===== config.mk =====
export PLATFORM = sky130hd
export DESIGN_NAME = crc16_frame_receiver_flat
export DESIGN_NICKNAME = d
export VERILOG_FILES = /design/src/hdl/crcfr_pkg.sv /design/src/hdl/crcfr_if.sv /design/src/hdl/crcfr_front.sv /design/src/hdl/crcfr_cmd_fifo.sv /design/src/hdl/crcfr_back.sv /design/src/hdl/crc16_frame_receiver.sv /design/src/flat_wrapper.sv
export VERILOG_INCLUDE_DIRS = /design/src /design/src/hdl
export SDC_FILE = /design/constraint.sdc
export NUM_CORES = 1
export LEC_CHECK = 0
export BUFFER_PORTS_ARGS = -buffer_cell sky130_fd_sc_hd__buf_2
export CORE_MARGIN = 1.5
export CORE_UTILIZATION = 30
export DETAILED_ROUTE_END_ITERATION = 10
export PLACE_DENSITY_LB_ADDON = 0.25
export SETUP_SLACK_MARGIN = 0.02
export SYNTH_ARGS = -nofsm -noshare
export SYNTH_HDL_FRONTEND = slang
export SYNTH_SLANG_ARGS = --single-unit

===== constraint.sdc =====
create_clock -name i_clk -period 7.1 [get_ports i_clk]
set_input_delay 1.42 -clock i_clk [delete_from_list [all_inputs] [get_ports i_clk]]
set_output_delay 1.42 -clock i_clk [all_outputs]
set_load 0.03 [all_outputs]

===== src/hdl/crc16_frame_receiver_macros.svh =====
// assertion macros for the crc16 frame receiver
// used by modules that check their own control logic; no other dependencies
`ifndef CRC16_FRAME_RECEIVER_MACROS_SVH
`define CRC16_FRAME_RECEIVER_MACROS_SVH

// same-cycle implication, disabled in reset
`define CRCFR_ASSERT_IMPLY(lbl, clk, rst_n, ante, cons, msg) \
    lbl: assert property (@(posedge clk) disable iff (!rst_n) (ante) |-> (cons)) \
        else $error(msg);

// next-cycle implication, disabled in reset
`define CRCFR_ASSERT_NEXT(lbl, clk, rst_n, ante, cons, msg) \
    lbl: assert property (@(posedge clk) disable iff (!rst_n) (ante) |=> (cons)) \
        else $error(msg);

`endif


===== src/hdl/crcfr_pkg.sv =====
// shared types, status codes and the crc-16/modbus byte update
// no dependencies
package crcfr_pkg;

    localparam logic [1:0] ST_OK      = 2'd0;
    localparam logic [1:0] ST_BAD_LEN = 2'd1;
    localparam logic [1:0] ST_BAD_CRC = 2'd2;
    localparam logic [1:0] ST_BAD_END = 2'd3;

    localparam logic [7:0] LEN_OVERHEAD = 8'd3;
    localparam logic [7:0] LEN_MIN      = 8'd4;

    localparam logic [15:0] CRC_INIT = 16'hFFFF;
    localparam logic [15:0] CRC_POLY = 16'hA001;

    localparam logic [7:0] START_RST = 8'hAA;
    localparam logic [7:0] END_RST   = 8'h55;

    // frame byte count field, holds up to 63 payload bytes
    localparam int unsigned CMD_CNT_W = 6;

    typedef struct packed {
        logic [1:0]           status;
        logic [CMD_CNT_W-1:0] count;
    } t_cmd;

    // back-pressure view of the queue and drain side, seen by the front
    typedef struct packed {
        logic full;
        logic empty;
        logic busy;
    } t_flow;

    // reflected crc-16, one byte, eight shift steps
    function automatic logic [15:0] crc16_byte(input logic [15:0] crc, input logic [7:0] b);
        logic [15:0] c;
        c = crc ^ {8'h00, b};
        for (int i = 0; i < 8; i++) begin
            c = c[0] ? ((c >> 1) ^ CRC_POLY) : (c >> 1);
        end
        return c;
    endfunction

endpackage


===== src/hdl/crcfr_if.sv =====
// stream interfaces: received bytes in, frame results out
// no dependencies
interface crcfr_byte_if;
    logic       valid;
    logic       ready;
    logic [7:0] rx_byte;

    modport source (output valid, output rx_byte, input ready);
    modport sink   (input valid, input rx_byte, output ready);
endinterface

interface crcfr_res_if;
    logic       valid;
    logic       ready;
    logic [1:0] status;
    logic [7:0] data_byte;
    logic       last;

    modport source (output valid, output status, output data_byte, output last, input ready);
    modport sink   (input valid, input status, input data_byte, input last, output ready);
endinterface


===== src/hdl/crcfr_front.sv =====
// frame parser: start hunt, length check, payload capture, crc check, end check
// depends on crcfr_pkg and crcfr_byte_if
module crcfr_front #(
    parameter int unsigned MAX_PAYLOAD = 20,
    parameter int unsigned ADDR_W      = (MAX_PAYLOAD > 1) ? $clog2(MAX_PAYLOAD) : 1
) (
    input  logic               i_clk,
    input  logic               i_rst_n,
    input  logic [7:0]         i_start_byte,
    input  logic [7:0]         i_end_byte,
    crcfr_byte_if.sink         i_rx,
    input  crcfr_pkg::t_flow   i_flow,
    output logic               o_push,
    output crcfr_pkg::t_cmd    o_cmd,
    output logic               o_wr_en,
    output logic [ADDR_W-1:0]  o_wr_addr,
    output logic [7:0]         o_wr_data
);
    import crcfr_pkg::*;

    localparam int unsigned CNT_W = $clog2(MAX_PAYLOAD + 1);
    localparam logic [7:0]  LEN_MAX = 8'(MAX_PAYLOAD) + LEN_OVERHEAD;

    localparam logic [2:0] PH_IDLE    = 3'd0;
    localparam logic [2:0] PH_LEN     = 3'd1;
    localparam logic [2:0] PH_PAYLOAD = 3'd2;
    localparam logic [2:0] PH_CRCH    = 3'd3;
    localparam logic [2:0] PH_CRCL    = 3'd4;
    localparam logic [2:0] PH_END     = 3'd5;

    logic [2:0]       r_phase,  n_phase;
    logic [CNT_W-1:0] r_plen,   n_plen;
    logic [CNT_W-1:0] r_count,  n_count;
    logic [15:0]      r_crc,    n_crc;
    logic [7:0]       r_crc_hi, n_crc_hi;
    logic             accept;
    logic [7:0]       b;

    // payload bytes wait while an earlier frame still drains from the buffer
    assign i_rx.ready = !i_flow.full &&
                        !((r_phase == PH_PAYLOAD) && (!i_flow.empty || i_flow.busy));
    assign accept = i_rx.valid && i_rx.ready;
    assign b      = i_rx.rx_byte;

    assign o_wr_addr = r_count[ADDR_W-1:0];
    assign o_wr_data = b;

    always_comb begin
        n_phase  = r_phase;
        n_plen   = r_plen;
        n_count  = r_count;
        n_crc    = r_crc;
        n_crc_hi = r_crc_hi;
        o_push   = 1'b0;
        o_cmd    = '0;
        o_wr_en  = 1'b0;
        if (accept) begin
            case (r_phase)
                PH_IDLE: begin
                    if (b == i_start_byte) begin
                        n_phase = PH_LEN;
                        n_count = '0;
                        n_crc   = CRC_INIT;
                    end
                end
                PH_LEN: begin
                    if ((b < LEN_MIN) || (b > LEN_MAX)) begin
                        o_push       = 1'b1;
                        o_cmd.status = ST_BAD_LEN;
                        n_phase      = PH_IDLE;
                        n_count      = '0;
                    end else begin
                        n_plen  = CNT_W'(b - LEN_OVERHEAD);
                        n_count = '0;
                        n_crc   = crc16_byte(CRC_INIT, b);
                        n_phase = PH_PAYLOAD;
                    end
                end
                PH_PAYLOAD: begin
                    o_wr_en = 1'b1;
                    n_count = r_count + CNT_W'(1);
                    n_crc   = crc16_byte(r_crc, b);
                    if (n_count == r_plen) begin
                        n_phase = PH_CRCH;
                    end
                end
                PH_CRCH: begin
                    n_crc_hi = b;
                    n_phase  = PH_CRCL;
                end
                PH_CRCL: begin
                    if ({r_crc_hi, b} != r_crc) begin
                        o_push       = 1'b1;
                        o_cmd.status = ST_BAD_CRC;
                        n_phase      = PH_IDLE;
                        n_count      = '0;
                    end else begin
                        n_phase = PH_END;
                    end
                end
                PH_END: begin
                    o_push  = 1'b1;
                    n_phase = PH_IDLE;
                    n_count = '0;
                    if (b != i_end_byte) begin
                        o_cmd.status = ST_BAD_END;
                    end else begin
                        o_cmd.status = ST_OK;
                        o_cmd.count  = CMD_CNT_W'(r_count);
                    end
                end
                default: begin
                    n_phase = PH_IDLE;
                    n_count = '0;
                end
            endcase
        end
    end

    always_ff @(posedge i_clk) begin
        if (!i_rst_n) begin
            r_phase  <= PH_IDLE;
            r_plen   <= '0;
            r_count  <= '0;
            r_crc    <= CRC_INIT;
            r_crc_hi <= '0;
        end else begin
            r_phase  <= n_phase;
            r_plen   <= n_plen;
            r_count  <= n_count;
            r_crc    <= n_crc;
            r_crc_hi <= n_crc_hi;
        end
    end

endmodule


===== src/hdl/crcfr_cmd_fifo.sv =====
// two-entry queue of frame commands between parser and drain
// depends on crcfr_pkg
module crcfr_cmd_fifo (
    input  logic            i_clk,
    input  logic            i_rst_n,
    input  logic            i_push,
    input  crcfr_pkg::t_cmd i_cmd,
    input  logic            i_pop,
    output crcfr_pkg::t_cmd o_cmd,
    output logic            o_empty,
    output logic            o_full
);
    import crcfr_pkg::*;

    t_cmd       r_mem [2];
    logic       r_wp;
    logic       r_rp;
    logic [1:0] r_level;
    logic       do_push;
    logic       do_pop;

    assign o_empty = (r_level == 2'd0);
    assign o_full  = (r_level == 2'd2);
    assign do_push = i_push && !o_full;
    assign do_pop  = i_pop && !o_empty;
    assign o_cmd   = r_mem[r_rp];

    always_ff @(posedge i_clk) begin
        if (do_push) begin
            r_mem[r_wp] <= i_cmd;
        end
    end

    always_ff @(posedge i_clk) begin
        if (!i_rst_n) begin
            r_wp    <= 1'b0;
            r_rp    <= 1'b0;
            r_level <= 2'd0;
        end else begin
            if (do_push) begin
                r_wp <= ~r_wp;
            end
            if (do_pop) begin
                r_rp <= ~r_rp;
            end
            case ({do_push, do_pop})
                2'b10:   r_level <= r_level + 2'd1;
                2'b01:   r_level <= r_level - 2'd1;
                default: r_level <= r_level;
            endcase
        end
    end

endmodule


===== src/hdl/crcfr_back.sv =====
// payload buffer and result drain with an output register
// depends on crcfr_pkg, crcfr_res_if and the assertion macro header
`include "crc16_frame_receiver_macros.svh"

module crcfr_back #(
    parameter int unsigned MAX_PAYLOAD = 20,
    parameter int unsigned ADDR_W      = (MAX_PAYLOAD > 1) ? $clog2(MAX_PAYLOAD) : 1
) (
    input  logic               i_clk,
    input  logic               i_rst_n,
    input  logic               i_cmd_valid,
    input  crcfr_pkg::t_cmd    i_cmd,
    output logic               o_pop,
    input  logic               i_wr_en,
    input  logic [ADDR_W-1:0]  i_wr_addr,
    input  logic [7:0]         i_wr_data,
    output logic               o_busy,
    crcfr_res_if.source        o_res
);
    import crcfr_pkg::*;

    localparam int unsigned CNT_W = $clog2(MAX_PAYLOAD + 1);

    localparam logic [1:0] BK_IDLE = 2'd0;
    localparam logic [1:0] BK_READ = 2'd1;
    localparam logic [1:0] BK_LOAD = 2'd2;

    logic [7:0]       r_mem [MAX_PAYLOAD];
    logic [7:0]       r_rd_data;
    logic             rd_en;

    logic [1:0]       r_state, n_state;
    logic [CNT_W-1:0] r_idx,   n_idx;
    logic [CNT_W-1:0] r_cnt,   n_cnt;
    logic             r_out_valid, n_out_valid;
    logic [1:0]       r_out_status, n_out_status;
    logic [7:0]       r_out_data,   n_out_data;
    logic             r_out_last,   n_out_last;
    logic             out_free;
    logic             at_last;

    assign out_free = !r_out_valid || o_res.ready;
    assign at_last  = ((r_idx + CNT_W'(1)) == r_cnt);
    assign o_busy   = (r_state != BK_IDLE);

    assign o_res.valid     = r_out_valid;
    assign o_res.status    = r_out_status;
    assign o_res.data_byte = r_out_data;
    assign o_res.last      = r_out_last;

    // payload buffer: one write port from the parser, one registered read port
    always_ff @(posedge i_clk) begin
        if (i_wr_en) begin
            r_mem[i_wr_addr] <= i_wr_data;
        end
        if (rd_en) begin
            r_rd_data <= r_mem[r_idx[ADDR_W-1:0]];
        end
    end

    always_comb begin
        n_state      = r_state;
        n_idx        = r_idx;
        n_cnt        = r_cnt;
        n_out_valid  = r_out_valid && !o_res.ready;
        n_out_status = r_out_status;
        n_out_data   = r_out_data;
        n_out_last   = r_out_last;
        o_pop        = 1'b0;
        rd_en        = 1'b0;
        case (r_state)
            BK_IDLE: begin
                if (i_cmd_valid && out_free) begin
                    o_pop = 1'b1;
                    if (i_cmd.status == ST_OK) begin
                        n_cnt   = i_cmd.count[CNT_W-1:0];
                        n_idx   = '0;
                        n_state = BK_READ;
                    end else begin
                        n_out_valid  = 1'b1;
                        n_out_status = i_cmd.status;
                        n_out_data   = 8'h00;
                        n_out_last   = 1'b1;
                    end
                end
            end
            BK_READ: begin
                rd_en   = 1'b1;
                n_state = BK_LOAD;
            end
            BK_LOAD: begin
                if (out_free) begin
                    n_out_valid  = 1'b1;
                    n_out_status = ST_OK;
                    n_out_data   = r_rd_data;
                    n_out_last   = at_last;
                    n_idx        = r_idx + CNT_W'(1);
                    n_state      = at_last ? BK_IDLE : BK_READ;
                end
            end
            default: begin
                n_state = BK_IDLE;
            end
        endcase
    end

    always_ff @(posedge i_clk) begin
        if (!i_rst_n) begin
            r_state     <= BK_IDLE;
            r_out_valid <= 1'b0;
        end else begin
            r_state     <= n_state;
            r_out_valid <= n_out_valid;
        end
    end

    always_ff @(posedge i_clk) begin
        r_idx        <= n_idx;
        r_cnt        <= n_cnt;
        r_out_status <= n_out_status;
        r_out_data   <= n_out_data;
        r_out_last   <= n_out_last;
    end

    `CRCFR_ASSERT_IMPLY(a_wr_only_quiet, i_clk, i_rst_n, i_wr_en,
        (r_state == BK_IDLE) && !i_cmd_valid, "payload write while a drain is pending")
    `CRCFR_ASSERT_IMPLY(a_idx_in_range, i_clk, i_rst_n, r_state != BK_IDLE,
        (r_cnt != '0) && (r_idx < r_cnt), "drain index out of range")
    `CRCFR_ASSERT_IMPLY(a_err_shape, i_clk, i_rst_n, r_out_valid && (r_out_status != ST_OK),
        r_out_last && (r_out_data == 8'h00), "error result not alone or not zero")
    `CRCFR_ASSERT_NEXT(a_last_ends_drain, i_clk, i_rst_n, (r_state == BK_LOAD) && out_free && at_last,
        (r_state == BK_IDLE) && r_out_valid && r_out_last, "drain did not end on last byte")

endmodule


===== src/hdl/crc16_frame_receiver.sv =====
// top level: configuration registers, frame parser, command queue, drain
// depends on crcfr_pkg, crcfr_if, crcfr_front, crcfr_cmd_fifo, crcfr_back
//
// channel  | dir | handshake      | payload
// ---------+-----+----------------+----------------------------------
// i_rx     | in  | valid / ready  | rx_byte[7:0]
// o_res    | out | valid / ready  | status[1:0], data_byte[7:0], last
// apb      | in  | psel / penable | paddr[2:0], pwdata, prdata
//
// the parser takes one byte per cycle while i_rx.ready is high; the crc update is one byte per cycle
// a good frame drains each payload byte through a read state and then a load
// state, set by the registered payload buffer read; an error frame puts its one
// result in the output register as it leaves the queue
// payload bytes of the next frame are held off while a command waits in the queue or a good frame drains;
// start, length, crc and end bytes keep flowing unless the queue is full
// i_rst_n is synchronous, active low; output stalls never drop results
module crc16_frame_receiver #(
    parameter int unsigned MAX_PAYLOAD = 20
) (
    input  logic         i_clk,
    input  logic         i_rst_n,
    crcfr_byte_if.sink   i_rx,
    crcfr_res_if.source  o_res,
    input  logic         psel,
    input  logic         penable,
    input  logic         pwrite,
    input  logic [2:0]   paddr,
    input  logic [31:0]  pwdata,
    output logic [31:0]  prdata,
    output logic         pready
);
    import crcfr_pkg::*;

    localparam int unsigned ADDR_W = (MAX_PAYLOAD > 1) ? $clog2(MAX_PAYLOAD) : 1;

    // register index from the word address; byte lane bits are ignored
    localparam logic REG_START = 1'b0;
    localparam logic REG_END   = 1'b1;

    logic [7:0]        r_start_val;
    logic [7:0]        r_end_val;
    logic              apb_wr;

    t_flow             flow;
    t_cmd              push_cmd;
    t_cmd              head_cmd;
    logic              push;
    logic              pop;
    logic              q_empty;
    logic              q_full;
    logic              back_busy;
    logic              wr_en;
    logic [ADDR_W-1:0] wr_addr;
    logic [7:0]        wr_data;

    // apb: zero wait states, write lands on the access phase
    assign pready = 1'b1;
    assign apb_wr = psel && penable && pwrite && pready;

    always_ff @(posedge i_clk) begin
        if (!i_rst_n) begin
            r_start_val <= START_RST;
            r_end_val   <= END_RST;
        end else begin
            if (apb_wr) begin
                case (paddr[2])
                    REG_START: r_start_val <= pwdata[7:0];
                    REG_END:   r_end_val   <= pwdata[7:0];
                    default:   ;
                endcase
            end
        end
    end

    // read mux, upper bits are zero
    always_comb begin
        case (paddr[2])
            REG_START: prdata = {24'h000000, r_start_val};
            REG_END:   prdata = {24'h000000, r_end_val};
            default:   prdata = 32'h00000000;
        endcase
    end

    // the parser sees queue room and whether the buffer is still draining
    assign flow.full  = q_full;
    assign flow.empty = q_empty;
    assign flow.busy  = back_busy;

    crcfr_front #(
        .MAX_PAYLOAD (MAX_PAYLOAD),
        .ADDR_W      (ADDR_W)
    ) u_front (
        .i_clk        (i_clk),
        .i_rst_n      (i_rst_n),
        .i_start_byte (r_start_val),
        .i_end_byte   (r_end_val),
        .i_rx         (i_rx),
        .i_flow       (flow),
        .o_push       (push),
        .o_cmd        (push_cmd),
        .o_wr_en      (wr_en),
        .o_wr_addr    (wr_addr),
        .o_wr_data    (wr_data)
    );

    // one command per finished frame: good with its byte count, or an error code
    crcfr_cmd_fifo u_fifo (
        .i_clk   (i_clk),
        .i_rst_n (i_rst_n),
        .i_push  (push),
        .i_cmd   (push_cmd),
        .i_pop   (pop),
        .o_cmd   (head_cmd),
        .o_empty (q_empty),
        .o_full  (q_full)
    );

    // drain: turns each command into its run of results
    crcfr_back #(
        .MAX_PAYLOAD (MAX_PAYLOAD),
        .ADDR_W      (ADDR_W)
    ) u_back (
        .i_clk       (i_clk),
        .i_rst_n     (i_rst_n),
        .i_cmd_valid (!q_empty),
        .i_cmd       (head_cmd),
        .o_pop       (pop),
        .i_wr_en     (wr_en),
        .i_wr_addr   (wr_addr),
        .i_wr_data   (wr_data),
        .o_busy      (back_busy),
        .o_res       (o_res)
    );

endmodule

===== src/flat_wrapper.sv =====
// flat-port wrapper written by rule: the top's interface ports become plain ports
module crc16_frame_receiver_flat import crcfr_pkg::*;
#(
    parameter int unsigned MAX_PAYLOAD = 20
)
  (i_clk, i_rst_n, psel, penable, pwrite, paddr, pwdata, prdata, pready, i_rx_valid, i_rx_rx_byte, i_rx_ready, o_res_valid, o_res_status, o_res_data_byte, o_res_last, o_res_ready);
  crcfr_byte_if i_rx_i ();
  crcfr_res_if o_res_i ();
  input  logic i_clk;
  input  logic i_rst_n;
  input  logic psel;
  input  logic penable;
  input  logic pwrite;
  input  logic [2:0] paddr;
  input  logic [31:0] pwdata;
  output logic [31:0] prdata;
  output logic pready;
  input wire logic [$bits(i_rx_i.valid)-1:0] i_rx_valid;
  input wire logic [$bits(i_rx_i.rx_byte)-1:0] i_rx_rx_byte;
  output wire logic [$bits(i_rx_i.ready)-1:0] i_rx_ready;
  output wire logic [$bits(o_res_i.valid)-1:0] o_res_valid;
  output wire logic [$bits(o_res_i.status)-1:0] o_res_status;
  output wire logic [$bits(o_res_i.data_byte)-1:0] o_res_data_byte;
  output wire logic [$bits(o_res_i.last)-1:0] o_res_last;
  input wire logic [$bits(o_res_i.ready)-1:0] o_res_ready;
  assign i_rx_i.valid = i_rx_valid;
  assign i_rx_i.rx_byte = i_rx_rx_byte;
  assign i_rx_ready = i_rx_i.ready;
  assign o_res_valid = o_res_i.valid;
  assign o_res_status = o_res_i.status;
  assign o_res_data_byte = o_res_i.data_byte;
  assign o_res_last = o_res_i.last;
  assign o_res_i.ready = o_res_ready;
  crc16_frame_receiver #(.MAX_PAYLOAD(MAX_PAYLOAD)) u_core (.i_clk(i_clk), .i_rst_n(i_rst_n), .i_rx(i_rx_i), .o_res(o_res_i), .psel(psel), .penable(penable), .pwrite(pwrite), .paddr(paddr), .pwdata(pwdata), .prdata(prdata), .pready(pready));
endmodule

== Yosys cells after proc, flatten, opt, wreduce, memory -nomap -nowiden ==
Memory sizes are Yosys's and may differ from the RTL's. A register that Yosys moved wholly into a read port is not among the register bits.
Cells that the tools add are included.
Storage, ports and cells
  register bits: 81
  RAM bits: 176
  bits of input ports: 50
  output and inout port bits: 46
  word-level logic and storage cells: 184
  memories kept: 2
Memories
  u_core.u_back.r_mem: words 20, width 8, read ports 1, clocked after Yosys merged registers in 1, write ports 1, line crcfr_back.sv:28  | logic [7:0] r_mem [MAX_PAYLOAD];
  u_core.u_fifo.r_mem: words 2, width 8, read ports 1, clocked after Yosys merged registers in 1, write ports 1, line crcfr_cmd_fifo.sv:15  | t_cmd r_mem [2];
Operators by class
  add/subtract/negate cells: 5
  order comparisons: 2
  equal/unequal tests: 23
  muxes and demuxes: 76
  bitwise operators: 23
  reduce and logical (&&, ||, !) cells: 36
Operators with widths (count)
  $mux W16: 18
  $pmux W32 S2: 1
  $not A2 Y3: 16
  $pmux W16 S3: 1
  $mux W5: 7
  $mux W8: 4
  $mux W1: 22
  $pmux W5 S4: 1
  $mux W2: 9
  $ne A16 B16 Y1: 1
  $not A8 Y16: 1
  $pmux W8 S2: 1
  $reduce_and A4 Y1: 4
  $xor A16 B8 Y16: 1
  $pmux W3 S5: 1
  $ne A2 B2 Y1 const B: 7
  $pmux W2 S3: 2
  $reduce_and A3 Y1: 4
  $add A5 B1 Y5 const B: 2
  $eq A5 B5 Y1: 2
  $pmux W5 S2: 1
  $logic_and A1 B1 Y1: 9
  $mux W3: 3
  $eq A8 B8 Y1: 1
  23 further kinds: 46

== Logic depth before layout (Yosys ltp) ==
Gate-level depths: netlist of run 1.
  depth in word-level cells: 19
  depth in mapped cells: 12
  gate-level depth less buffers: 11

== Modules after synthesis ==
From an unflattened synthesis of run 1, not the netlist that was laid out.
Unflattened totals
  cells, all modules: 901
  area total of the unflattened synthesis: 12144.1 µm²
By module, submodules not included
  crcfr_back: instances 1, cells an instance 407, area an instance 7591.0 µm², seq. area each 5735.5 µm²
  crcfr_front: instances 1, cells an instance 334, area an instance 2756.4 µm², seq. area each 740.7 µm²
  crc16_frame_receiver: instances 1, cells an instance 108, area an instance 994.7 µm², seq. area each 320.3 µm²
  crcfr_cmd_fifo: instances 1, cells an instance 52, area an instance 802.0 µm², seq. area each 580.6 µm²

== Worst setup path before layout of run 1 ==
Ideal clock, no wire load.
  path kind: input to register
  start: input i_rx_rx_byte[5]
  end: register u_core.u_fifo.r_level[1]
  setup time: 70 ps
  data arrival time: 3767 ps
  data required time: 7030 ps
  path slack: 3263 ps
  stages: 11
  buffers on the path: 1
  cell sequence: clkbuf_1 inv_2 ha_1 and3_1 a31oi_1 o21ai_0 a211oi_1 inv_1 ha_1 or3_1 a21oi_1
On the way
  longest elaborated chain between the ends: 8
  elaborated cells on any way between the ends: 13
  classes of those cells: 2 x order compare; 3 x eq/ne; 5 x mux; 3 x reduce/logical
Ends and longest elaborated chain
  from (decl): line flat_wrapper.sv:19  | input wire logic [$bits(i_rx_i.rx_byte)-1:0] i_rx_rx_byte;
  $lt A8 B3 Y1 / $gt A8 B5 Y1 (equally long branches): line crcfr_front.sv:67  | if ((b < LEN_MIN) || (b > LEN_MAX)) begin
  $logic_or A1 B1 Y1: line crcfr_front.sv:67
  $mux W1: line crcfr_front.sv:67
  $pmux W1 S3 *: line crcfr_front.sv:58  | case (r_phase)
  $mux W1 *: line crcfr_front.sv:57  | if (accept) begin
  $logic_and A1 B1 Y1 *: line crcfr_cmd_fifo.sv:24  | assign do_push = i_push && !o_full;
  $eq A2 B1 Y1 / $eq A2 B2 Y1 (equally long branches): line crcfr_cmd_fifo.sv:46  | case ({do_push, do_pop})
  $pmux W2 S2 / $reduce_bool A2 Y1 (equally long branches)
  to (signal assigned): line crcfr_cmd_fifo.sv:47  | 2'b10: r_level <= r_level + 2'd1;
  to (signal assigned): line crcfr_cmd_fifo.sv:48  | 2'b01: r_level <= r_level - 2'd1;
  to (signal assigned): line crcfr_cmd_fifo.sv:49  | default: r_level <= r_level;
  to (decl): line crcfr_cmd_fifo.sv:18  | logic [1:0] r_level;
Mark *: on every way between the ends. The rest lies on a longest branch, timed or not.
A chain may end at the register's enable or synchronous reset.

== Worst setup path after layout of run 1 ==
  start: input i_rx_rx_byte[0]
  end: register u_core.u_fifo.r_level[1]
The elaborated chain is that of the path after synthesis.

==> results of run 1 <==
==> cell usage after synthesis (3+ instances only) <==
| library cell | instances | share of area |
|---|---|---|
| sky130_fd_sc_hd__nand3_1 | 24 | 0.010 |
| sky130_fd_sc_hd__inv_1 | 15 | 0.0048 |
| sky130_fd_sc_hd__ha_1 | 18 | 0.019 |
| sky130_fd_sc_hd__mux4_2 | 48 | 0.092 |
| sky130_fd_sc_hd__a22oi_1 | 5 | 0.0032 |
| sky130_fd_sc_hd__nand2_1 | 77 | 0.025 |
| sky130_fd_sc_hd__or3_1 | 6 | 0.0032 |
| sky130_fd_sc_hd__nand4_1 | 6 | 0.0032 |
| sky130_fd_sc_hd__mux2_2 | 21 | 0.020 |
| sky130_fd_sc_hd__buf_4 | 28 | 0.018 |
| sky130_fd_sc_hd__nand2b_1 | 7 | 0.0037 |
| sky130_fd_sc_hd__o21ai_0 | 11 | 0.0047 |
| sky130_fd_sc_hd__nor2_1 | 57 | 0.018 |
| sky130_fd_sc_hd__and2_1 | 17 | 0.0091 |
| sky130_fd_sc_hd__edfxtp_1 | 203 | 0.52 |
| sky130_fd_sc_hd__a211oi_1 | 4 | 0.0026 |
| sky130_fd_sc_hd__mux2i_1 | 14 | 0.012 |
| sky130_fd_sc_hd__xor2_1 | 15 | 0.011 |
| sky130_fd_sc_hd__a21oi_1 | 31 | 0.013 |
| sky130_fd_sc_hd__nor3_1 | 12 | 0.0051 |
| sky130_fd_sc_hd__buf_2 | 6 | 0.0026 |
| sky130_fd_sc_hd__nor4_1 | 3 | 0.0016 |
| sky130_fd_sc_hd__nor2b_1 | 9 | 0.0048 |
| sky130_fd_sc_hd__or4_1 | 3 | 0.0019 |
| sky130_fd_sc_hd__xnor2_1 | 50 | 0.037 |
| sky130_fd_sc_hd__clkbuf_1 | 32 | 0.010 |
| sky130_fd_sc_hd__dfxtp_1 | 61 | 0.10 |
==> sequential cells by signal, summed over array words and instances, names as in the netlist, named ones only <==
signal and count:
u_core.u_back.r_state 2, u_core.u_back.r_cnt 5, u_core.u_back.o_res.status 2, u_core.u_back.o_res.valid 1, u_core.u_back.r_idx 5, u_core.u_back.r_rd_data 8
u_core.u_front.r_phase 3, u_core.r_end_val 8, u_core.u_front.r_crc_hi 8, u_core.u_back.r_mem 160, u_core.r_start_val 8, u_core.u_front.r_crc 16
u_core.u_fifo.r_rp 1, u_core.u_front.r_plen 5, u_core.u_fifo.r_level 2, u_core.u_back.o_res.data_byte 8, u_core.u_front.o_wr_addr 5, u_core.u_back.o_res.last 1
u_core.u_fifo.r_wp 1, u_core.u_fifo.r_mem 14
==> final cells by class <==
class	count	area, µm²	share of cell area
Tap cell	518	648	0.0485
Multi-Input combinational cell	500	4030	0.302
Sequential cell	264	7320	0.548
Inverter	17	63.8	0.00478
Clock buffer	40	806	0.0603
Clock inverter	12	215	0.0161
Timing Repair Buffer	51	273	0.0204
==> power by group through the flow <==
stage | Clock (mW) | Sequential, mW | Combinational (mW)
6_report | 1.58 | 1.72 | 0.269
5_1_grt | 1.68 | 1.72 | 0.295
4_1_cts | 1.62 | 1.72 | 0.272
3_5_place_dp | 0 | 1.75 | 0.270
3_3_place_gp | 0 | 1.75 | 0.270
2_1_floorplan | 0 | 1.78 | 0.180
==> metal layers <==
layer	wire length, µm	track usage	vias up
li1	-	-	3068
met1	12100	0.178	3233
met2	12400	0.216	87
met3	681	0.0164	37
met4	505	0.0309	0
met5	0	0	-
==> through the flow <==
| stage | power (mW) | utilization | setup slack (ns) | area, µm² | hold slack [ns] |
|---|---|---|---|---|---|
| after CTS | 3.61 | 0.346 | 3.24 | 13400 | 0.471 |
| after floorplan | 1.96 | - | 3.26 | 11800 | 0.449 |
| after global routing | 3.70 | 0.346 | 3.05 | 13400 | 0.483 |
| after global placement | 2.02 | 0.320 | 2.75 | 12300 | 0.456 |
| final | 3.57 | 0.346 | 3.27 | 13400 | 0.468 |
| after detailed placement | 2.02 | 0.320 | 2.66 | 12300 | 0.463 |
==> final timing paths <==
check | end | slack, ns | depth (start not counted)
min reg2reg | u_core.u_front.r_crc_hi[0] | 0.47 | 2
min | u_core.u_front.r_crc_hi[0] | 0.47 | 2
max reg2reg | u_core.u_front.r_crc[8] | 3.72 | 5
max | u_core.u_fifo.r_level[1] | 3.27 | 12
==> cell families (layout without fill, tap and decap cells) <==
logic type | Yosys count | count (layout) | share of synthesized area
buffers and inverters | 85 | 120 | 0.0384
xor gates and xnor gates | 70 | 70 | 0.0593
DFF | 264 | 264 | 0.625
muxes | 83 | 83 | 0.124
other | 2 | 25 | 0.000641
AOI/OAI and AO/OA | 73 | 73 | 0.0402
adders and majority gates | 18 | 18 | 0.0192
and+or+nand+nor | 231 | 231 | 0.0932
==> worst max-delay path, delay by kind of cell <==
kind	cells	cell delay (ns)
xor gates and xnor gates	1	0.21
adders and majority gates	2	0.46
AOI/OAI and AO/OA	3	0.81
buffers and inverters	3	0.75
and+or+nand+nor	3	0.63
==> impl_summary.md, run 1 <==
Status
The run finished with clean final reports.

Clock network
In this run, CTS created clock tree buffers numbering 28. The root cell of the clock tree is sky130_fd_sc_hd__clkbuf_16. Counting every sink on the clock net gives 264. The post-cts sizing count is 0.

The clock passes through at most 3 buffers. In this run the number of H-tree levels came out at 1. The insertion delay to the later sink of the worst-skew pair is 0.56 ns.

TritonCTS built the clock tree. Clock-pin slew was measured on the worst setup and hold paths at 0.06 ns. The number of hold buffers added after cts is 0. Once the clock tree was built, the setup fixing pass inserted 0 buffers.

Floorplanning
The die span in y is 201 µm. After floorplanning, the core was divided into 72 placement rows. The core region is 38600 µm². The die outline width is 201 µm.

The die covers 40200 µm². The initial utilization of the core area, before any placement, comes to 0.304. In this run the count of I/O pins placed on the die edge is 96.

Pwr
The share of power burned in combinational logic is 0.075. IR analysis of the VDD net gives a maximum drop of 0.235 mV. The analysis attributes to net switching a power of 0.807 mW.

Of the total power, the clock network draws 0.443. The switching share of power is 0.226. The leakage component of the power is 4.39 nW. The cell-internal power is 2.76 mW. The share of total power dissipated in sequential elements is 0.481. The power density over cell area is 267 nW/µm².

Global routing
The initial antenna violation count was 0. The total grt overflow is 0. For this run, the total global-route usage over all layers was measured as 0.129. The first-pass GRT wire length is 40.0 mm. The number of global-route vias before repair is 6538. Entering global routing, the biggest net connects 45 pins.

Timing
The final hold violation count is 0. Setup violations remaining at the end of the flow were counted as 0. The final-report max-slew violation count is 0. The post-route clock skew is 0.0250 ns.

Setup repair after global routing left no endpoint under its margin. In the finished design, the share of the clock period the worst path needs comes to 0.540. For the pin with the worst max-slew slack, the measured transition is 1.04 ns. The timing-limited maximum frequency is 261 MHz.

The max-slew headroom at the worst pin is 0.301. For the finished layout, the period the worst path requires is 3.83 ns. The total negative slack is 0 ns.

Detailed routing
For this run, design rule violations remaining after detail routing come to 0. The detail-routed net length per standard cell is 18.3 µm. The detail route stage leaves a number of antenna-violating nets equal to 0. The routed design has 25.7 mm of wire. The number of vias in the routed layout is 6425. The initial detailed-routing violation count is 349. Dividing the detail-routed via count by the number of cells gives 4.58. The first-pass iteration count of the detailed router is 5.

Logic synthesis
The per-instance average area after synthesis is 14.2 µm². The flip-flop and latch count after synthesis is 264. The synthesized cell area is 11700 µm². The number of instances in the synthesized netlist is 826. For this run, the register share of the synthesized area comes to 0.625. During synthesis, Yosys emitted a total of 0 warnings. The number of unique standard cell types used by synthesis is 60. The fraction of registers with async set or reset after synthesis is 0.

Yosys mapped a number of flops with a built-in enable equal to 203. Among all flip-flop cells after synthesis, the most frequent one is sky130_fd_sc_hd__edfxtp_1.

Layout
In the layout the commonest cells are sky130_fd_sc_hd__edfxtp_1 (203), sky130_fd_sc_hd__nand2_1 (77), sky130_fd_sc_hd__dfxtp_1 (61), sky130_fd_sc_hd__nor2_1 (57), sky130_fd_sc_hd__xnor2_1 (50). The share of layout cells above drive strength 1 is 0.201. The final-layout fill cell count is 3785.

The total number of nets in the final design is 930. Compared with the post-synthesis result, the final layout area differs by 14.0%. Leaving out fill and tap cells, the most frequent cell in the layout is sky130_fd_sc_hd__edfxtp_1. Excluding fillers, the count of instances in the completed layout stands at 1402. The antenna diode count is 0.

Placement
The congestion estimate from routability-driven global placement came to 0.718. The post-placement cell count is 1350. Port buffering added 44 buffers. Detailed placement finished with a half-perimeter wire length of 16.4 mm.

Setup path
The data arrival time at the worst-slack endpoint is 4.31 ns. In this run the critical register-to-register path is launched from u_core.u_front.r_phase[0]. Among the stages of the critical path, the cell type that occurs most often is sky130_fd_sc_hd__ha_1. Traced cell by cell, the critical path runs through buf_2 -> buf_4 -> xnor2_1 -> ha_1 -> and4_1 -> nand2_1 -> o41ai_1 -> a211oi_1 -> inv_1 -> ha_1 -> or3_1 -> a21oi_1. Among all stages on the critical path, the largest delay is contributed by sky130_fd_sc_hd__o41ai_1. The type of destination of the critical path is a flip-flop.

Along the worst path, the maximum fanout reaches 18. In this run the worst setup path begins at i_rx_rx_byte[0]. The category of the worst setup path launch point is an input pin. The required time of the critical path is 7.57 ns. For this run, the slowest stage of the critical path takes 0.46 ns. The startpoint-to-endpoint class of the critical path is input pin to flip-flop.

Min path
The source of the worst hold timing path is u_core.u_front.r_crc_hi[0]. In this run the worst hold path is classified as flip-flop to flip-flop.

Run
The max capacitance violation total is 0.
No activity file was read; power rests on OpenSTA's default activity.
==> inputs of run 2 (changes only) <==
Clock period 7.1 ns to 3.8 ns, I/O delays scaled along.
==> run 2 against run 1 <==
Non-clock buffer count up 37. First-iteration DRC count is 1.4% higher. Global-route usage up 0.48 points. Sequential share of layout area fell by 0.83 points. Final cell count rose by 2.6%. Highest routed layer unchanged. Via count grew 2.1%. Total power rose by 81%. Register-to-register slack got worse by 2.6 ns. Core utilization increased by 0.54 points. Critical path depth decreased by 1. Flip-flop and latch count unchanged.
==> impl_summary.md, run 2 (same netlist as run 1, synthesis figures left out) <==
Status
The flow ran to the end, and the final reports show no timing, DRC or antenna violations.

Placement
The count of buffers from port buffering is 44. The congestion estimate from routability-driven global placement came to 0.745. Once placement completed, the tool counted placed cells totaling 1387. The setup slack at placement is 0.360 ns. The area after detailed placement is 12600 µm². The half-perimeter wire length after placement is 18.1 mm.

Layout
The total number of nets in the final design is 967. In the layout the commonest cells are sky130_fd_sc_hd__edfxtp_1 (203), sky130_fd_sc_hd__nand2_1 (77), sky130_fd_sc_hd__dfxtp_1 (61), sky130_fd_sc_hd__nor2_1 (57), sky130_fd_sc_hd__xnor2_1 (50). The post-layout utilization of the core is 0.352. The growth of design area from synthesis to finish is 15.8%. Summing all non-filler instances in the final layout gives an area of 13600 µm².

The antenna diode count is 0. Leaving out fill and tap cells, the most frequent cell in the layout is sky130_fd_sc_hd__edfxtp_1. In the final layout, the share of cells above drive strength 1 is 0.230. The most flop-heavy register is u_core.u_back.r_mem.

The largest registers in the layout are u_core.u_back.r_mem (160), u_core.u_front.r_crc (16), u_core.u_fifo.r_mem (14). The register with the most flip-flops in the layout has 160 of them. The non-filler instance count after layout is 1439.

Floorplanning
The core region is 38600 µm². 96 I/O pins were placed. For this configuration, the core starts out at a cell density of 0.304. The die area is 40200 µm². Measured along the y axis, the die boundary spans 201 µm. The floorplan step set the die width to 201 µm.

After floorplanning, the core was divided into 72 placement rows.

Timing
The final worst-path cycle share is 0.748. The final hold violation count is 0. Setup violations remaining at the end of the flow were counted as 0.

The final-report max-slew violation count is 0. The post-route clock skew is 0.0201 ns. For this run, the top clock speed supported by timing is 352 MHz.

The max-slew headroom at the worst pin is 0.371. For the final routed database, the setup TNS stands at 0 ns. The slew at the pin closest to its max-slew limit is 0.940 ns. The post-layout worst setup margin is 0.958 ns. The shortest period the worst path allows is 2.84 ns. Setup repair after global routing left no endpoint under its margin.

Detailed routing
The number of vias in the routed layout is 6561. For this block, the routed nets add up to 26.5 mm of wire. The detail-routed net length per standard cell is 18.4 µm.

The ratio of routed vias to standard cells is 4.56. The DRC violation count after routing is 0. The count of nets left with antenna violations once routing finished came out at 0. The first TritonRoute pass finished after 4 iterations. The initial detailed-routing violation count is 354.

Clock network
CTS placed an instance of sky130_fd_sc_hd__clkbuf_16 at the clock tree root. The post-CTS repair timing setup buffer count is 0. In this run, CTS created clock tree buffers numbering 28. The maximum clock path buffer count is 3. The number of hold buffers added after cts is 0.

The clock transition at the registers of the reported paths is 0.06 ns. The post-cts sizing count is 0. In this run the number of H-tree levels came out at 1. The clock tree from TritonCTS is done. The number of clock sinks is 264. The insertion delay to the later sink of the worst-skew pair is 0.56 ns.

Global routing
The initial antenna violation count is 1. In the global route stage, overall resource usage came out at 0.134. The total grt overflow is 0. The number of global-route vias before repair is 6727. Entering global routing, the biggest net connects 45 pins. The first global-routing pass estimated 41.3 mm of wire.

Pwr
In this run the static leakage power is 4.54 nW. The net load switching power is 1.50 mW. The cell-internal power is 4.96 mW. Of the total power, the share spent switching nets is 0.232. The worst vdd rail ir drop is 0.340 mV. The power density over cell area is 476 nW/µm². Of the total power, the clock network draws 0.423. Of the total power, registers draw 0.497.

The share of total power dissipated in combinational logic is 0.080.

Setup path
In this run the critical register-to-register path is launched from u_core.u_front.r_crc[0]. The startpoint-to-endpoint class of the critical path is input pin to flip-flop. The required time of the critical path is 4.28 ns. The worst setup path is captured at a flip-flop. On the critical path the largest part of the delay comes from compound AO/OA/AOI/OAI gates.

The most numerous cell type found on the critical path is sky130_fd_sc_hd__ha_1. The library cell contributing the largest single delay on the critical path is sky130_fd_sc_hd__a211oi_1. Of all nets on the critical path, the largest fanout is 7. Tracing the worst setup path back leads to its startpoint at i_rx_rx_byte[5].

The number of buffers and inverters on the critical path is 3. The signal on the critical path passes through buf_2 -> inv_2 -> ha_1 -> and3_1 -> a31oi_1 -> o21ai_0 -> a211oi_1 -> inv_1 -> ha_1 -> or3_1 -> a21oi_1. The worst setup path is launched from an input pin. The data arrival time at the worst-slack endpoint is 3.32 ns. The largest single stage delay on the critical path is 0.45 ns.

Min path
The startpoint identified for the worst hold timing path is pwdata[6]. The tightest min-delay check is of the input pin to flip-flop type.

Run
The tool flagged a number of max-cap violations equal to 0.
run 2: changes by cell type in the layout (fill, tap and decap cells not counted):
cell / change
sky130_fd_sc_hd__clkbuf_8: -3
sky130_fd_sc_hd__clkinvlp_2: -1
sky130_fd_sc_hd__inv_6: -1
sky130_fd_sc_hd__buf_12: +1
sky130_fd_sc_hd__clkinv_2: +2
sky130_fd_sc_hd__clkbuf_16: +1
sky130_fd_sc_hd__buf_4: +36
sky130_fd_sc_hd__clkinvlp_4: +2
sky130_fd_sc_hd__clkinv_1: -1
sky130_fd_sc_hd__bufinv_16: -3
sky130_fd_sc_hd__clkbuf_1: +4
run 2: per-layer routing:
metal	vias up	part of all wire	global-route usage
met5	-	0	0
li1	3147	-	-
met1	3297	0.47	0.183
met2	82	0.48	0.225
met4	0	0.020	0.0317
met3	35	0.027	0.0175
run 2: per-stage QoR:
stage               power, mW  hold slack, ns
floorplan                3.65           0.449
global placement         3.79           0.456
detailed placement       3.79           0.464
CTS                      6.54           0.416
global route             6.70           0.425
finish                   6.46           0.440
run 2: cell type report:
| class | instances | area (µm²) |
|---|---|---|
| Clock inverter | 10 | 133 |
| Timing Repair Buffer | 88 | 563 |
| Fill cell | 3778 | 25000 |
| Inverter | 17 | 63.8 |
| Tap cell | 518 | 648 |
| Clock buffer | 42 | 805 |
| Sequential cell | 264 | 7320 |
| Multi-Input combinational cell | 500 | 4030 |
run 2: path summary, 6_finish.rpt:
check / end / cells after the start / slack (ns)
worst min register to register: u_core.u_front.r_crc_hi[0] / 2 / 0.47
worst max register to register: u_core.u_fifo.r_level[1] / 10 / 1.08
worst min-delay path: u_core.r_end_val[6] / 3 / 0.44
worst max-delay path: u_core.u_fifo.r_level[1] / 11 / 0.96
run 2: power by group through the flow:
stage | Clock [mW] | Sequential (mW) | Combinational, mW
5_1_grt | 2.92 | 3.22 | 0.563
6_report | 2.73 | 3.21 | 0.516
3_3_place_gp | 0 | 3.27 | 0.518
2_1_floorplan | 0 | 3.32 | 0.336
3_5_place_dp | 0 | 3.27 | 0.521
4_1_cts | 2.80 | 3.21 | 0.524
run 2: worst register-to-register path, stage by stage, from the launching register on:
cell and delay, ns:
sky130_fd_sc_hd__dfxtp_1 0.35, sky130_fd_sc_hd__xnor2_1 0.24, sky130_fd_sc_hd__ha_1 0.19, sky130_fd_sc_hd__and4_1 0.22, sky130_fd_sc_hd__nand2_1 0.10, sky130_fd_sc_hd__o41ai_1 0.45
sky130_fd_sc_hd__a211oi_1 0.21, sky130_fd_sc_hd__inv_1 0.12, sky130_fd_sc_hd__ha_1 0.26, sky130_fd_sc_hd__or3_1 0.35, sky130_fd_sc_hd__a21oi_1 0.16
==> inputs of run 3 (changes only) <==
Clock period 3.8 ns to 2.69 ns, I/O delays scaled along.
==> run 3 against run 2 <==
Count of clock-buffer cells in the layout is 9 lower. Flip-flop and latch count stayed put. Hold slack worse by 0.23 ns. Core utilization is 0.69 points higher. Highest routed layer is now met5.
==> impl_summary.md, run 3 (same netlist as run 1, synthesis figures left out) <==
Min path
The tightest min-delay check is of the input pin to flip-flop type. Counting instances, the worst hold path has a depth of 3. The path with the worst hold slack has its endpoint at u_core.r_start_val[1].

The source of the worst hold timing path is pwdata[1].

Global routing
The total grt overflow is 0. The overall track demand over capacity in global routing is 0.134. Entering global routing, the biggest net connects 43 pins. The number of global-route vias before repair is 6866. For met1 alone, demand over resource in global routing was 0.177. The global-route layer with the greatest usage is met2.

The global routing usage on met3 is 0.0180. The initial antenna violation count was 1. The met2 layer usage reported by global route is 0.232. The first global-routing pass estimated 41.5 mm of wire.

Timing
The slew at the pin closest to its max-slew limit is 0.858 ns. Setup violations remaining at the end of the flow were counted as 0. The final hold violation count is 0.

The final-report max-slew violation count is 0. The max-slew headroom at the worst pin is 0.413. The hold slack is 0.215 ns. The final worst-path cycle share is 0.921. The post-layout worst setup margin is 0.211 ns.

For this run, the top clock speed supported by timing is 403 MHz. The shortest period the worst path allows is 2.48 ns. Clock skew on the completed layout was measured at 0.0146 ns. Setup repair after global routing left no endpoint under its margin.

Setup path
The setup slack of the most critical reg-to-reg path is 0.21 ns. STA classifies the critical path startpoint as a flip-flop. The startpoint-to-endpoint class of the critical path is flip-flop to flip-flop. The depth of the most critical reg-to-reg path is 10. The signal on the critical path passes through xnor2_1 -> ha_1 -> and4_1 -> nand2_1 -> o41ai_2 -> a211oi_2 -> inv_1 -> ha_1 -> or3_1 -> a21oi_1. The cell that appears most often on the critical path is sky130_fd_sc_hd__ha_1.

The data arrival time at the worst-slack endpoint is 2.96 ns. The worst register-to-register path begins at u_core.u_front.r_crc[0]. The endpoint identified for the worst register-to-register timing path is u_core.u_fifo.r_level[1].

Along the worst path, the maximum fanout reaches 3. STA puts the critical path data required time at 3.18 ns. The type of destination of the critical path is a flip-flop. The critical path's largest stage delay is 0.39 ns. The slowest stage of the critical path belongs to the cell sky130_fd_sc_hd__dfxtp_1.

Status
The run finished with clean final reports.

Detailed routing
For this block, the via count after detailed routing is 6678. The detail route stage leaves a number of antenna-violating nets equal to 0. The first routing iteration left 350 violations. The first detailed-routing pass took 4 iterations. The DRC violation count after routing is 0. The detail-routed net length per standard cell is 18.3 µm. The wire length after detailed routing is 27.0 mm. In the routed layout, each cell is associated on average with a via count of 4.54.

Clock network
The root cell of the clock tree is sky130_fd_sc_hd__clkbuf_16. The longest clock path from root to sink contains 3 buffers. The number of hold buffers added after cts is 0. The number of clock sinks is 264. The post-CTS repair timing setup buffer count is 0. CTS built an H-tree with a depth of 1. Post-CTS repair changed the size of 0 cells. In this run, CTS created clock tree buffers numbering 29.

After clock tree synthesis, the clock-pin slew on the worst setup and hold paths is 0.06 ns. The insertion delay to the later sink of the worst-skew pair is 0.56 ns. The clock tree from TritonCTS is done.

Layout
The most flop-heavy register is u_core.u_back.r_mem. The antenna diode count is 0. The share of layout cells above drive strength 1 is 0.259. The final non-filler cell area is 13800 µm². The growth of design area from synthesis to finish is 18.1%.

In the layout the commonest cells are sky130_fd_sc_hd__edfxtp_1 (203), sky130_fd_sc_hd__nand2_1 (77), sky130_fd_sc_hd__buf_4 (73), sky130_fd_sc_hd__dfxtp_1 (61), sky130_fd_sc_hd__nor2_1 (57). Measured on the finished design, the core utilization comes to 0.359. The library cell used most frequently in the layout, excluding fill and tap cells, is sky130_fd_sc_hd__edfxtp_1. In the final design database the tool counted 1000 nets. The largest registers in the layout are u_core.u_back.r_mem (160), u_core.u_front.r_crc (16), u_core.u_fifo.r_mem (14).

The flip-flop count of the largest register, all copies and words added is 160.

Floorplanning
The die span in y is 201 µm. The initial utilization of the core area, before any placement, comes to 0.304. The initialized floorplan defines 72 standard-cell rows. The top-level I/O count is 96. The core region is 38600 µm².

The die area is 40200 µm². In this run the horizontal extent of the chip is 201 µm.

Placement
Detailed placement ended at an HPWL of 18.8 mm. The final estimated routing congestion in global placement is 0.746. At the placement stage, the worst setup path has a slack of -0.254 ns. The count of buffers from port buffering is 44. The area after detailed placement is 12900 µm².

Run
The max capacitance violation total is 0.

Pwr
Summed over all cells, the static leakage comes to 4.71 nW. The completed layout was analyzed and its total power is 9.15 mW. IR analysis of the VDD net gives a maximum drop of 0.436 mV. The power density over cell area is 662 nW/µm².
-- run 3: cell count changes in the layout (fill, tap and decap cells not counted), sizes merged --
cell / delta
clkinvlp: -2
clkinv: +8
inv: +4
clkbuf: -9
buf: +32
-- run 3: layer usage --
layer	vias up	part of all wire	wire length [µm]
li1	3210	-	-
met1	3321	0.45	12000
met2	107	0.50	13400
met3	38	0.034	909
met4	2	0.025	681
met5	-	0.00048	13
-- run 3: layout make-up --
type,count,area [µm²]
Clock buffer,33,751
Clock inverter,20,174
Fill cell,3783,24700
Inverter,17,63.8
Multi-Input combinational cell,500,4050
Sequential cell,264,7320
Tap cell,518,648
Timing Repair Buffer,120,828
-- run 3: worst max-delay path by stage --
| stage | from | end | slack (ns) | depth (start not counted) |
|---|---|---|---|---|
| 6_report | u_core.u_front.r_crc[0] | u_core.u_fifo.r_level[1] | 0.21 | 10 |
| 4_1_cts | u_core.u_front.r_crc[0] | u_core.u_fifo.r_level[1] | 0.19 | 10 |
| 2_1_floorplan | i_rx_rx_byte[0] | u_core.u_fifo.r_level[1] | 0.03 | 11 |
| 3_3_place_gp | i_rx_rx_byte[5] | u_core.u_fifo.r_level[1] | -0.27 | 11 |
| 5_1_grt | u_core.u_front.r_crc[0] | u_core.u_fifo.r_level[1] | 0.05 | 10 |
| 3_5_place_dp | i_rx_rx_byte[5] | u_core.u_fifo.r_level[1] | -0.25 | 12 |
-- run 3: critical path, delay by kind of cell (launching register included) --
family / cells / cell delay, ns
AOI/OAI and AO/OA: 3 / 0.68
and+or+nand+nor: 3 / 0.67
adders and majority gates: 2 / 0.42
DFF: 1 / 0.39
xor gates and xnor gates: 1 / 0.16
buffers and inverters: 1 / 0.10
-- run 3: power breakdown --
part | total [mW] | internal [mW] | switching (mW) | leakage [nW]
logic | 0.798 | 0.304 | 0.494 | 1.92
clock network | 3.82 | 2.21 | 1.61 | 0.455
registers | 4.53 | 4.48 | 0.0565 | 2.33
total | 9.15 | 6.99 | 2.16 | 4.71
-- run 3: through the flow --
step                      setup TNS, ns  instances
after detailed placement         -0.461       1419
final                                 0       1472
after floorplan                       0        849
after global placement           -0.704       1419
after global routing                  0       1472
after CTS                             0       1472
